===== src/kcq_pkg.sv =====
// shared types and constants for the k-means color quantizer
package kcq_pkg;

  localparam int MaxCenters = 16;
  localparam int IdxW = 4;
  localparam int MaxPixels = 1048576;
  localparam int CntW = 21;
  localparam int SumW = 28;
  localparam int DistW = 18;

  typedef enum logic [1:0] {
    KIND_LOAD = 2'd0,
    KIND_PIXEL = 2'd1,
    KIND_END = 2'd2,
    KIND_NONE = 2'd3
  } kind_t;

  typedef enum logic [2:0] {
    ST_IDLE,
    ST_SEARCH,
    ST_ACCUM,
    ST_DIV,
    ST_EMIT,
    ST_OUT
  } state_t;

  typedef struct packed {
    logic load_item;
    logic search_start;
    logic search_step;
    logic accum;
    logic div_start;
    logic emit;
    logic clear_sums;
    logic [IdxW-1:0] idx;
  } cmd_t;

  typedef struct packed {
    logic div_done;
  } sts_t;

endpackage


===== src/kcq_ctrl.sv =====
// controller state machine sequencing search, update and output
module kcq_ctrl (
  input  logic clk,
  input  logic rst_n,
  input  logic in_tvalid,
  output logic in_tready,
  input  logic [1:0] in_kind,
  input  logic [4:0] k_cfg,
  input  logic out_tready,
  output logic out_tvalid,
  output logic res_kind,
  output logic res_last,
  output kcq_pkg::cmd_t cmd,
  input  kcq_pkg::sts_t sts
);

  kcq_pkg::state_t state_r, state_nxt;
  logic [4:0] idx_r, idx_nxt;
  logic kind_r, kind_nxt, last_r, last_nxt, ov_r, ov_nxt;
  logic [4:0] k;
  logic [4:0] kl;

  assign kl = (k_cfg > 5'(kcq_pkg::MaxCenters)) ? 5'(kcq_pkg::MaxCenters) : k_cfg;
  assign k = (kl == '0) ? 5'd1 : kl;
  assign out_tvalid = ov_r;
  assign res_kind = kind_r;
  assign res_last = last_r;

  always_ff @(posedge clk) begin
    if (!rst_n) begin
      state_r <= kcq_pkg::ST_IDLE;
      idx_r <= '0;
      kind_r <= 1'b0;
      last_r <= 1'b0;
      ov_r <= 1'b0;
    end else begin
      state_r <= state_nxt;
      idx_r <= idx_nxt;
      kind_r <= kind_nxt;
      last_r <= last_nxt;
      ov_r <= ov_nxt;
    end
  end

  always_comb begin
    state_nxt = state_r;
    idx_nxt = idx_r;
    kind_nxt = kind_r;
    last_nxt = last_r;
    ov_nxt = ov_r && !out_tready;
    cmd = '0;
    cmd.idx = idx_r[3:0];
    in_tready = 1'b0;
    unique case (state_r)
      kcq_pkg::ST_IDLE: begin
        in_tready = 1'b1;
        if (in_tvalid) begin
          unique case (in_kind)
            kcq_pkg::KIND_LOAD: cmd.load_item = 1'b1;
            kcq_pkg::KIND_PIXEL: begin
              cmd.search_start = 1'b1;
              idx_nxt = '0;
              state_nxt = kcq_pkg::ST_SEARCH;
            end
            kcq_pkg::KIND_END: begin
              idx_nxt = '0;
              state_nxt = kcq_pkg::ST_DIV;
            end
            default: ;
          endcase
        end
      end
      kcq_pkg::ST_SEARCH: begin
        cmd.search_step = 1'b1;
        idx_nxt = idx_r + 1'b1;
        if (idx_r + 1'b1 == k) state_nxt = kcq_pkg::ST_ACCUM;
      end
      kcq_pkg::ST_ACCUM: begin
        // wait for the output register to drain before reusing it
        if (!ov_r || out_tready) begin
          cmd.accum = 1'b1;
          ov_nxt = 1'b1;
          kind_nxt = 1'b0;
          last_nxt = 1'b0;
          state_nxt = kcq_pkg::ST_IDLE;
        end
      end
      kcq_pkg::ST_DIV: begin
        cmd.div_start = 1'b1;
        state_nxt = kcq_pkg::ST_EMIT;
      end
      kcq_pkg::ST_EMIT: begin
        if (sts.div_done && (!ov_r || out_tready)) begin
          cmd.emit = 1'b1;
          ov_nxt = 1'b1;
          kind_nxt = 1'b1;
          last_nxt = (idx_r + 1'b1 == k);
          idx_nxt = idx_r + 1'b1;
          if (idx_r + 1'b1 == k) begin
            state_nxt = kcq_pkg::ST_OUT;
          end else begin
            state_nxt = kcq_pkg::ST_DIV;
          end
        end
      end
      kcq_pkg::ST_OUT: begin
        cmd.clear_sums = 1'b1;
        state_nxt = kcq_pkg::ST_IDLE;
      end
      default: state_nxt = kcq_pkg::ST_IDLE;
    endcase
  end

endmodule


===== config.mk =====
export PLATFORM = sky130hd
export DESIGN_NAME = kcq_ctrl
export DESIGN_NICKNAME = d
export VERILOG_FILES = /design/src/kcq_pkg.sv /design/src/kcq_ctrl.sv
export SDC_FILE = /design/constraint.sdc
export NUM_CORES = 1
export LEC_CHECK = 0
export BUFFER_PORTS_ARGS = -buffer_cell sky130_fd_sc_hd__buf_2
export CORE_MARGIN = 2
export CORE_UTILIZATION = 30
export CTS_CLUSTER_SIZE = 8
export DETAILED_ROUTE_END_ITERATION = 8
export PLACE_DENSITY_LB_ADDON = 0.12
export SLEW_MARGIN = 10
export SYNTH_ARGS = -nofsm -noshare
export SYNTH_HDL_FRONTEND = slang
export SYNTH_SLANG_ARGS = --single-unit

===== constraint.sdc =====
create_clock -name clk -period 2.5 [get_ports clk]
set_input_delay 0.375 -clock clk [delete_from_list [all_inputs] [get_ports clk]]
set_output_delay 0.375 -clock clk [all_outputs]
set_load 0.02 [all_outputs]

==> metrics.yaml <==
clk_pin_slew_ps: 80
cts_root_buf: "clkbuf_4"
power.density_nw_per_um2: 403
p_comb_share_pct: 26.6
cts-buffers-inserted: 3
power.internal_mw: 0.293
grt_pass1_vias: 844
postCtsResizedCells: 0
initial_core_util_pct: 31.0
synth-seq-area-share_pct: 23.9
pwr-share-clk_pct: 28.8
ys.flop_type: "dfxtp_1"
ys_seq_elements: 11
die_y_um: 59.4
synth_area_leader_cell: "dfxtp_1"
drt-pass1-iter-count: 4
die_w_um: 59.4
synth_top_area_share_pct: 23.9
critPathMaxFanout: 6
routed_wl_um: 2100
grt_overflow_total: 0
rr_startpoint: "idx_r[0]"
areaGrowthSynthToFinish_pct: 16.6
sw_frac_of_total_pct: 32.3
r2r_slack_ps: 200
antenna_found_initial: 0
synth-edff-count: 0
multiInputGateArea_sq_um: 631
leakage_nw: 0.478
timing.fmax_mhz: 434
synth_top_family_by_area: "simple AND/OR/NAND/NOR gates"
yosys.area_share.simple_pct: 36.0
diodes: 0
setup_slack_ps: 195
clkLatencyLatePin_ps: 270
seqCellArea_sq_um: 220
hpwl_um: 1610
critical_path_class: "reg2reg"
yosys.cell_count.top_type: "dfxtp_1"
synthAdderAreaFrac_pct: 5.43
hold_class: "in2reg"
ir_drop_uv: 241
max_slew_margin_pct: 72.4
ys_types: 42
grt_pass1_wl_um: 3710
clock_sinks: 11
min_to: "idx_r[4]"
synthMuxAreaShare_pct: 1.09
worstPathArrival_ps: 2510
finalSetupViolCount: 0
netlist_area_sq_um: 922
die-area_sq_um: 3530
min_path_cells: 2
syn_area_per_cell_sq_um: 8.16
syn_nets: 129
syn-instance-count: 113
drive_gt1_share_pct: 26.7
htree_levels: 1
ys_warn_count: 0
synth_xor_area_share_pct: 2.85
maxCapViolCount: 0
postCtsSetupRepairBufs: 0
crit_required_ps: 2700
synth_compound_area_share_pct: 23.1
hp-start: "rst_n"
vias: 868
netlist_top_cells_count: "dfxtp_1 (11), nor2b_1 (8), o21ai_0 (8)"
drt-vias-per-instance: 5.17
cp-start-kind: "register"
grt.total_usage_pct: 13.6
synth_area_leaders: "dfxtp_1 (24%), ha_1 (5.4%), nor2b_1 (5.4%), o21ai_0 (4.3%), and2_1 (3.4%)"
drtAntennaViolNets: 0
fin_skew_ps: 5.14
status: "completed"
r2r_cells: 7
gp_congestion: 0.740
holdWs_ps: 464
wl_per_cell_um: 12.5
drt-initial-drc-count: 15
n_fill_cell: 333
portBuffers: 26
cts_buffer_depth: 2
hold_violations: 0
grt_max_degree: 16
crit_path_end_kind: "register"
power_frac_seq_pct: 44.7
fp.coreArea_sq_um: 2980
regToRegEndpoint: "state_r[2]"
fin_crit_sh_pct: 92.2
setup_tns_ps: 0
finalNetCount: 152
switchingPower_mw: 0.140
ios: 27
worst_pin_slew_ps: 413
rsz0062_at_grt: "no"
dp_slack_ps: 218
rows: 20
finalMaxSlewViolations: 0
drc: 0
synthArstFlopShare_pct: 0
cts_tree: "yes"
holdBufCountCts: 0
min_period_ps: 2300
[metrics by stage]
stage | total power, mW | instance area [sq um] | utilization, % | cells
finish | 0.433 | 1070 | 36.1 | 168
global route | 0.461 | 1070 | 36.1 | 168
CTS | 0.440 | 1070 | 36.1 | 168
detailed placement | 0.312 | 1050 | 35.2 | 164
global placement | 0.313 | 1050 | 35.2 | 164
floorplan | 0.279 | 922 | - | 113
[flip-flops by register name (all words and copies together), names as in the netlist]
| name | cells |
|---|---|
| state_r | 3 |
| idx_r | 5 |
| res_kind | 1 |
| out_tvalid | 1 |
| res_last | 1 |
[cell families (layout without fill, tap and decap cells)]
group / count (synthesis) / after routing
buf+inv: 15 / 37
mux: 1 / 1
xor+xnor: 3 / 3
flops: 11 / 11
fa+ha+maj: 4 / 4
simple gates: 50 / 50
compound gates: 29 / 29
[how the worst max path moves through the flow]
stage,cells after the start,from,end
2_1_floorplan,7,idx_r[0],state_r[2]
3_3_place_gp,7,idx_r[0],state_r[2]
3_5_place_dp,7,idx_r[0],state_r[2]
4_1_cts,7,idx_r[0],state_r[2]
5_1_grt,7,idx_r[0],state_r[2]
6_report,7,idx_r[0],state_r[2]
[worst max-delay path, stage by stage, from the launching register on]
cell	delay (ps)
dfxtp_1	370
ha_1	280
and3_2	250
or4_1	520
a2111oi_4	320
o31ai_2	140
and4b_1	220
nor3b_2	140
[cell type report]
cell class / count / share of cell area [%]
flip-flops and latches: 11 / 20.5
inverters: 7 / 2.44
clock buffers: 4 / 2.44
multi-input cells: 87 / 58.7
well taps: 33 / 3.84
repair buffers: 26 / 12.1
[metal layers]
metal | up-vias | global-route usage [%] | routed length [um]
met4 | 0 | 5.19 | 16
met2 | 20 | 19.6 | 955
met1 | 393 | 18.9 | 1040
li1 | 453 | - | -
met5 | - | 0 | 0
met3 | 2 | 3.93 | 81
[power groups by stage]
stage	Clock, mW	Combinational (mW)	Sequential, mW
detailed placement	0	0.114	0.197
floorplan	0	0.0878	0.191
global route	0.138	0.127	0.196
finish	0.125	0.115	0.193
CTS	0.131	0.116	0.193
global placement	0	0.116	0.197
[placed cells by master, fill, tap and decap left out, types with 2 or more instances in the layout]
| master | n |
|---|---|
| a21boi_0 | 2 |
| and3_1 | 2 |
| xnor2_1 | 3 |
| dfxtp_1 | 11 |
| o21ai_1 | 2 |
| nor4_1 | 2 |
| o21ai_0 | 8 |
| nor2_1 | 6 |
| nor3_1 | 3 |
| and2_1 | 5 |
| nand2_1 | 5 |
| ha_1 | 4 |
| a21oi_1 | 6 |
| buf_2 | 26 |
| inv_1 | 7 |
| clkbuf_4 | 3 |
| nand2b_1 | 2 |
| nor3b_1 | 4 |
| a21o_1 | 2 |
| nand3_1 | 2 |
| nor2b_1 | 8 |
Note: power is estimated with default switching activity, not from simulation.
